**src/design/shortest_remaining_time_scheduler_assert.svh**
```systemverilog
// Assertion macros for the scheduler.
`ifndef SHORTEST_REMAINING_TIME_SCHEDULER_ASSERT_SVH
`define SHORTEST_REMAINING_TIME_SCHEDULER_ASSERT_SVH

// same-cycle implication
`define SRTS_ASSERT_NOW(lbl, ante, cons) \
  lbl: assert property (@(posedge clk) disable iff (!rst_n) (ante) |-> (cons)) \
    else $error("scheduler assertion failed");

// next-cycle implication
`define SRTS_ASSERT_NEXT(lbl, ante, cons) \
  lbl: assert property (@(posedge clk) disable iff (!rst_n) (ante) |=> (cons)) \
    else $error("scheduler assertion failed");

`endif

```
**src/design/srts_pkg.sv**
```systemverilog
package srts_pkg;

  localparam logic [1:0] OP_LOAD  = 2'd0;
  localparam logic [1:0] OP_TICK  = 2'd1;
  localparam logic [1:0] OP_CLEAR = 2'd2;

  localparam logic [31:0] TIME_MAX = 32'hFFFF_FFFF;

  typedef struct packed {
    logic [1:0]  opcode;
    logic [3:0]  slot;
    logic [15:0] arrival_time;
    logic [15:0] service_time;
  } in_item_t;

  typedef struct packed {
    logic        ran_job;
    logic [3:0]  job_slot;
    logic        job_finished;
    logic [31:0] start_time;
    logic [31:0] finish_time;
    logic [31:0] turnaround;
    logic [31:0] weighted_turnaround;
    logic        all_done;
  } out_item_t;

  typedef struct packed {
    logic [15:0] arrival;
    logic [15:0] service;
    logic [15:0] remaining;
    logic [31:0] start_time;
  } job_entry_t;

endpackage

```
**src/design/srts_div.sv**
```systemverilog
module srts_div (
  input  logic        clk,
  input  logic        rst_n,
  input  logic        start,
  input  logic [31:0] dividend,
  input  logic [15:0] divisor,
  output logic        done,
  output logic [31:0] quotient
);

  logic        busy_r;
  logic        done_r;
  logic [4:0]  cnt_r;
  logic [31:0] q_r;
  logic [15:0] rem_r;
  logic [15:0] dvs_r;
  logic [16:0] trial;
  logic        ge;
  logic [16:0] diff;

  assign trial = {rem_r, q_r[31]};
  assign ge    = trial >= {1'b0, dvs_r};
  assign diff  = trial - {1'b0, dvs_r};

  always_ff @(posedge clk) begin
    if (!rst_n) begin
      busy_r <= 1'b0;
      done_r <= 1'b0;
      cnt_r  <= '0;
    end else begin
      done_r <= busy_r && !start && (cnt_r == 5'd31);
      if (start) begin
        busy_r <= 1'b1;
        cnt_r  <= '0;
      end else if (busy_r) begin
        cnt_r <= cnt_r + 5'd1;
        if (cnt_r == 5'd31) begin
          busy_r <= 1'b0;
        end
      end
    end
  end

  always_ff @(posedge clk) begin
    if (start) begin
      q_r   <= dividend;
      rem_r <= '0;
      dvs_r <= divisor;
    end else if (busy_r) begin
      q_r   <= {q_r[30:0], ge};
      rem_r <= ge ? diff[15:0] : trial[15:0];
    end
  end

  assign done     = done_r;
  assign quotient = q_r;

endmodule

```
**src/design/shortest_remaining_time_scheduler.sv**
```systemverilog
// Preemptive shortest-remaining-time scheduler over JOB_SLOTS job slots.
// Load, clear and unused opcodes are taken while idle and give no result.
// A tick walks the slot table one entry a cycle through the single read
// port of the job memory; when the running job completes, a bit-serial
// divider forms the weighted turnaround. The block accepts a new item
// only between ticks, but a finished result waits in the output register
// while the next item is taken.
`include "shortest_remaining_time_scheduler_assert.svh"

module shortest_remaining_time_scheduler #(
  parameter int JOB_SLOTS = 16
) (
  input  logic                clk,
  input  logic                rst_n,
  input  logic                in_valid,
  output logic                in_ready,
  input  srts_pkg::in_item_t  in_data,
  output logic                out_valid,
  input  logic                out_ready,
  output srts_pkg::out_item_t out_data
);

  localparam int SLOT_W = $clog2(JOB_SLOTS);
  localparam int CNT_W  = SLOT_W + 1;

  typedef enum logic [4:0] {
    ST_IDLE = 5'b00001,
    ST_SCAN = 5'b00010,
    ST_UPD  = 5'b00100,
    ST_DIV  = 5'b01000,
    ST_EMIT = 5'b10000
  } state_t;

  state_t state_r, state_nxt;

  srts_pkg::job_entry_t mem_r [JOB_SLOTS];
  srts_pkg::job_entry_t rd_data_r;
  srts_pkg::job_entry_t mem_wdata;
  logic [SLOT_W-1:0]    mem_waddr;
  logic                 mem_we;
  logic [SLOT_W-1:0]    rd_addr;

  logic [JOB_SLOTS-1:0] loaded_r, started_r, over_r;
  logic [31:0]          time_r;

  logic [CNT_W-1:0]     cnt_r;
  logic [CNT_W-1:0]     pend_cnt_r;
  logic                 p_vld_r;
  logic [SLOT_W-1:0]    p_idx_r;
  logic                 found_r;
  logic [SLOT_W-1:0]    best_idx_r;
  srts_pkg::job_entry_t best_r;

  srts_pkg::out_item_t  res_r;
  srts_pkg::out_item_t  out_data_r;
  logic                 out_valid_r;

  logic        in_acc;
  logic        load_ok;
  logic        pend;
  logic        cand;
  logic        take;
  logic        scan_last;
  logic [15:0] new_rem;
  logic [31:0] start_v;
  logic [31:0] new_time;
  logic        fin;
  logic [31:0] turn;
  logic        div_start;
  logic        div_done;
  logic [31:0] div_q;
  logic        emit_go;

  assign in_ready = (state_r == ST_IDLE);
  assign in_acc   = in_valid && in_ready;
  assign load_ok  = in_acc && (in_data.opcode == srts_pkg::OP_LOAD)
                    && (32'(in_data.slot) < JOB_SLOTS);

  assign rd_addr   = cnt_r[SLOT_W-1:0];
  assign pend      = loaded_r[p_idx_r] && !over_r[p_idx_r];
  assign cand      = pend && ({16'd0, rd_data_r.arrival} <= time_r);
  assign take      = p_vld_r && cand && (!found_r || rd_data_r.remaining < best_r.remaining);
  assign scan_last = p_vld_r && (p_idx_r == SLOT_W'(JOB_SLOTS - 1));

  assign new_rem   = (best_r.remaining != 16'd0) ? best_r.remaining - 16'd1 : 16'd0;
  assign start_v   = started_r[best_idx_r] ? best_r.start_time : time_r;
  assign new_time  = (time_r == srts_pkg::TIME_MAX) ? time_r : time_r + 32'd1;
  assign fin       = found_r && (new_rem == 16'd0);
  assign turn      = new_time - {16'd0, best_r.arrival};
  assign div_start = (state_r == ST_UPD) && fin;
  assign emit_go   = (state_r == ST_EMIT) && (!out_valid_r || out_ready);

  always_comb begin
    mem_we    = 1'b0;
    mem_waddr = SLOT_W'(in_data.slot);
    mem_wdata = '{arrival: in_data.arrival_time, service: in_data.service_time,
                  remaining: in_data.service_time, start_time: 32'd0};
    if (load_ok) begin
      mem_we = 1'b1;
    end else if ((state_r == ST_UPD) && found_r) begin
      mem_we    = 1'b1;
      mem_waddr = best_idx_r;
      mem_wdata = '{arrival: best_r.arrival, service: best_r.service,
                    remaining: new_rem, start_time: start_v};
    end
  end

  always_ff @(posedge clk) begin
    if (mem_we) begin
      mem_r[mem_waddr] <= mem_wdata;
    end
    rd_data_r <= mem_r[rd_addr];
  end

  always_comb begin
    state_nxt = state_r;
    case (state_r)
      ST_IDLE: begin
        if (in_acc && (in_data.opcode == srts_pkg::OP_TICK)) state_nxt = ST_SCAN;
      end
      ST_SCAN: begin
        if (scan_last) state_nxt = ST_UPD;
      end
      ST_UPD: begin
        state_nxt = fin ? ST_DIV : ST_EMIT;
      end
      ST_DIV: begin
        if (div_done) state_nxt = ST_EMIT;
      end
      ST_EMIT: begin
        if (emit_go) state_nxt = ST_IDLE;
      end
      default: state_nxt = ST_IDLE;
    endcase
  end

  always_ff @(posedge clk) begin
    if (!rst_n) begin
      state_r     <= ST_IDLE;
      loaded_r    <= '0;
      started_r   <= '0;
      over_r      <= '0;
      time_r      <= '0;
      out_valid_r <= 1'b0;
      p_vld_r     <= 1'b0;
      found_r     <= 1'b0;
      cnt_r       <= '0;
      pend_cnt_r  <= '0;
    end else begin
      state_r <= state_nxt;
      if (emit_go) begin
        out_valid_r <= 1'b1;
      end else if (out_valid_r && out_ready) begin
        out_valid_r <= 1'b0;
      end
      case (state_r)
        ST_IDLE: begin
          if (load_ok) begin
            loaded_r[SLOT_W'(in_data.slot)]  <= 1'b1;
            started_r[SLOT_W'(in_data.slot)] <= 1'b0;
            over_r[SLOT_W'(in_data.slot)]    <= (in_data.service_time == 16'd0);
          end else if (in_acc && (in_data.opcode == srts_pkg::OP_CLEAR)) begin
            loaded_r  <= '0;
            started_r <= '0;
            over_r    <= '0;
            time_r    <= '0;
          end
          cnt_r      <= '0;
          p_vld_r    <= 1'b0;
          found_r    <= 1'b0;
          pend_cnt_r <= '0;
        end
        ST_SCAN: begin
          if (cnt_r < CNT_W'(JOB_SLOTS)) begin
            p_vld_r <= 1'b1;
            p_idx_r <= cnt_r[SLOT_W-1:0];
            cnt_r   <= cnt_r + CNT_W'(1);
          end else begin
            p_vld_r <= 1'b0;
          end
          if (p_vld_r && pend) pend_cnt_r <= pend_cnt_r + CNT_W'(1);
          if (take) begin
            found_r    <= 1'b1;
            best_idx_r <= p_idx_r;
            best_r     <= rd_data_r;
          end
        end
        ST_UPD: begin
          time_r <= new_time;
          if (found_r) started_r[best_idx_r] <= 1'b1;
          if (fin) over_r[best_idx_r] <= 1'b1;
        end
        default: begin
        end
      endcase
    end
  end

  always_ff @(posedge clk) begin
    if (state_r == ST_UPD) begin
      res_r.ran_job             <= found_r;
      res_r.job_slot            <= found_r ? 4'(best_idx_r) : 4'd0;
      res_r.job_finished        <= fin;
      res_r.start_time          <= found_r ? start_v : 32'd0;
      res_r.finish_time         <= new_time;
      res_r.turnaround          <= fin ? turn : 32'd0;
      res_r.weighted_turnaround <= 32'd0;
      res_r.all_done            <= (pend_cnt_r == CNT_W'(fin));
    end else if ((state_r == ST_DIV) && div_done) begin
      res_r.weighted_turnaround <= (best_r.service == 16'd0) ? 32'd0 : div_q;
    end
    if (emit_go) out_data_r <= res_r;
  end

  srts_div u_div (
    .clk      (clk),
    .rst_n    (rst_n),
    .start    (div_start),
    .dividend (turn),
    .divisor  (best_r.service),
    .done     (div_done),
    .quotient (div_q)
  );

  assign out_valid = out_valid_r;
  assign out_data  = out_data_r;

  `SRTS_ASSERT_NOW(a_div_done_in_div, div_done, state_r == ST_DIV)
  `SRTS_ASSERT_NEXT(a_finish_divides, (state_r == ST_UPD) && fin, state_r == ST_DIV)
  `SRTS_ASSERT_NOW(a_pend_bound, 1'b1, pend_cnt_r <= CNT_W'(JOB_SLOTS))
  `SRTS_ASSERT_NOW(a_finish_ran, out_valid_r && out_data_r.job_finished, out_data_r.ran_job)

endmodule

```
**config.mk**
```make
export PLATFORM = sky130hd
export DESIGN_NAME = shortest_remaining_time_scheduler
export DESIGN_NICKNAME = d
export VERILOG_FILES = /design/src/design/srts_pkg.sv /design/src/design/srts_div.sv /design/src/design/shortest_remaining_time_scheduler.sv
export VERILOG_INCLUDE_DIRS = /design/src /design/src/design
export SDC_FILE = /design/constraint.sdc
export NUM_CORES = 2
export LEC_CHECK = 0
export BUFFER_PORTS_ARGS = -buffer_cell sky130_fd_sc_hd__buf_2
export CAP_MARGIN = 20
export CORE_MARGIN = 4
export CORE_UTILIZATION = 25
export CTS_CLUSTER_DIAMETER = 120
export DETAILED_ROUTE_END_ITERATION = 6
export GPL_ROUTABILITY_DRIVEN = 0
export GPL_TIMING_DRIVEN = 0
export PLACE_DENSITY = 0.45
export SETUP_SLACK_MARGIN = 0.15
export SLEW_MARGIN = 30
export SYNTH_ARGS = -nofsm -noshare
export SYNTH_HDL_FRONTEND = slang
export SYNTH_SLANG_ARGS = --single-unit
export TNS_END_PERCENT = 1
```
**constraint.sdc**
```tcl
create_clock -name clk -period 22.7 [get_ports clk]
set_input_delay 3.405 -clock clk [delete_from_list [all_inputs] [get_ports clk]]
set_output_delay 3.405 -clock clk [all_outputs]
set_load 0.05 [all_outputs]
```
==> metrics <==
max-cap violations 0; Vert. Die Dim 549.0 um; reg-to-reg slack, setup between 15 and 20 ns; CTS clk-pin slew, worst paths about 0.06 ns; number of flops mapped to enable cells by yosys 1654; post-synthesis sequential area ratio roughly three quarters; measured slew at the worst slew-check pin 1.048 ns; Clk Latency, worst-skew pair 0.84 ns; commonest non-fill, non-tap cell in the layout edfxtp_1; vias post-DR 39420; Core ar. 291100 um2; peak supply drop ~63 uV; cell area power density 79.91 nW/um2; Hold Buf Count CTS 0; # DRC 0; chip width 549.0 um; largest net degree at the start of global routing 30; run status finished, final reports clean; Final WS setup 16.20 ns; GR Util met2 23.11%; total negative slack 0 ns; clock sinks 1887; clk root buf clkbuf_16; Synth cell types 82; met3 usage under 10%; worst setup path class primary input to register; vias in the first global route 40390; Startpoint Class primary input; Total Routing Usage GR 14.14%; initial DRC count 3738; DRT Pass-1 Iters 5; RR Endpoint u_div.quotient[18]; total CTS buffers 194; placed instance area about 83000 um2; CTS tree yes; CTS resizes 0; Syn Nets 4117; Routed Wire Length 216700 um; die footprint 301400 um2; Ports 179; finished layout cell area 89340 um2; yosys warns 0; Arr. time, crit path 7.01 ns; period utilisation layout 28.64%; total grt overflow 0; number of hold violations in the final report 0; Syn Inst Count between 4000 and 5000; Lkg Pwr 28.29 nW; global-route wire length before repair 307700 um; worst-case reg-to-reg path depth 16; maximum clock path buffer count 3; Cell Rows 198; min cycle time layout 6.501 ns; wire per inst 25.19 um; most frequent cells in the layout edfxtp_1, mux4_2, nor2_1; Rel. slew slack a little under a third; setup repair bufs after CTS 0; Post-Place Setup Slack around 16 ns; clock skew ~0.046 ns; Hold Crit Start rd_data_r[2]; asr flop ratio synth 0%; synthesis-to-layout area growth 22.11%; Hold Path Class register to register; achievable frequency roughly 150 MHz; Initial Util 25.13%; number of H-tree levels 4; fillers between 20000 and 30000; Yosys reg bits between 1500 and 2000; main flop type after synthesis edfxtp_1; DRT antenna net count 0; count of final setup violators 0; # nets final 4648; CP required ~23 ns; post-DP HPWL 151700 um; element type at the critical path end register; met1 Usage GRT between 10% and 20%; Cell Area, Synth 73160 um2; initial antenna violation count 6; share of cells above drive strength 1 between 20% and 30%; Max Slew Vio Count 0; CP Max Fanout 14; RSZ-0062 raised after global routing no; Hold EP best_r[2]; mean area per synthesized cell 18.27 um2; most used routing layer met2; r2r startpoint time_r[0]; vias per inst approximately 4.6; hold path depth 0; I/O Buffers 178
==> routing by layer <==
metal	up-vias	routed length (um)
li1	17120	-
met1	20910	97350
met2	1098	103700
met3	289	10240
met4	2	5356
met5	-	13
==> kinds of logic after synthesis <==
group                      count (synthesis)  synth area share [%]
DFF                                     1887                 74.26
and+or+nand+nor                          742                 4.829
muxes                                    439                 12.94
xor gates and xnor gates                  81                0.9799
buffers and inverters                    297                 1.582
adders and majority gates                 71                 1.235
AOI/OAI and AO/OA                        487                 4.178
==> stage by stage <==
step	power [mW]	std cells	util (%)	hold WS, ns
finish	7.139	8604	30.69	0.4013
global route	7.382	8602	30.69	0.4063
CTS	7.229	8599	30.64	0.4005
detailed placement	3.991	8237	28.44	0.3887
global placement	3.982	8082	27.12	0.3876
floorplan	3.928	4004	-	0.3855
==> synth_stat cells (all sizes together), types with 11 or more instances <==
master,n,area [um2]
o21ai,153,765.7
nor3,45,225.2
and2,15,93.84
o221a,17,191.4
buf,48,188.9
a21boi,11,82.58
edfxtp,1654,49670
xnor2,59,516.8
dfxtp,233,4664
inv,90,337.8
clkbuf,157,623.1
a21o,16,120.1
o21a,15,112.6
nand2,173,649.4
nand2b,13,81.33
and4,12,108.9
mux2i,32,320.3
nor2b,34,212.7
nand3,38,190.2
a21oi,137,685.7
mux4,405,9121
a22oi,51,382.9
xor2,22,200.2
nor4,27,215.2
nor2,287,1077
and3,17,107.6
ha,69,863.3
a31oi,19,118.9
nand4,35,225.2
==> final cells by class <==
cell class | instances | area, um2 | share of cell area, %
Sequential cell | 1887 | 54330 | 60.82
Buffer | 205 | 898.4 | 1.006
Tap cell | 3900 | 4880 | 5.462
Clock inverter | 105 | 1080 | 1.209
Antenna cell | 3 | 7.507 | 0.008403
Multi-Input combinational cell | 1820 | 17960 | 20.11
Timing Repair Buffer | 335 | 4492 | 5.028
Inverter | 92 | 346.6 | 0.3879
Clock buffer | 257 | 5340 | 5.977
==> critical path, cell delays in order <==
cell	delay [ns]
buf_2	0.11
nor3b_1	0.39
inv_1	0.21
nor2_1	0.53
clkbuf_1	0.57
a22oi_1	0.47
nor2_4	0.65
buf_12	0.26
buf_16	0.19
buf_16	0.18
==> worst max path at each step <==
| stage | start | end | cells past startpoint | slack, ns |
|---|---|---|---|---|
| floorplan | out_ready | out_data[0] | 2 | 12.58 |
| finish | in_data[36] | mem_r[5][47] | 10 | 16.20 |
| global placement | rst_n | best_r[20] | 3 | 5.24 |
| CTS | in_data[36] | mem_r[5][47] | 10 | 16.40 |
| global route | time_r[0] | u_div.quotient[18] | 16 | 16.07 |
| detailed placement | in_data[36] | mem_r[5][14] | 10 | 15.51 |
==> sequential cells by signal, summed over array words and instances, names as in the netlist, 4 cells and up <==
signal,count
time_r,32
u_div.quotient,32
loaded_r,16
u_div.dvs_r,16
u_div.cnt_r,5
res_r,135
p_idx_r,4
rd_data_r,80
u_div.rem_r,16
best_idx_r,4
out_data,135
best_r,80
state_r,5
over_r,16
mem_r,1280
pend_cnt_r,5
cnt_r,5
started_r,16
==> report_power, final <==
part | total [mW] | switching [mW] | internal, mW
Clock | 3.22 | 1.35 | 1.87
Combinational | 0.149 | 0.0980 | 0.0507
Sequential | 3.77 | 0.00853 | 3.76
Total | 7.14 | 1.46 | 5.68
(Power assumes the default switching activity.)
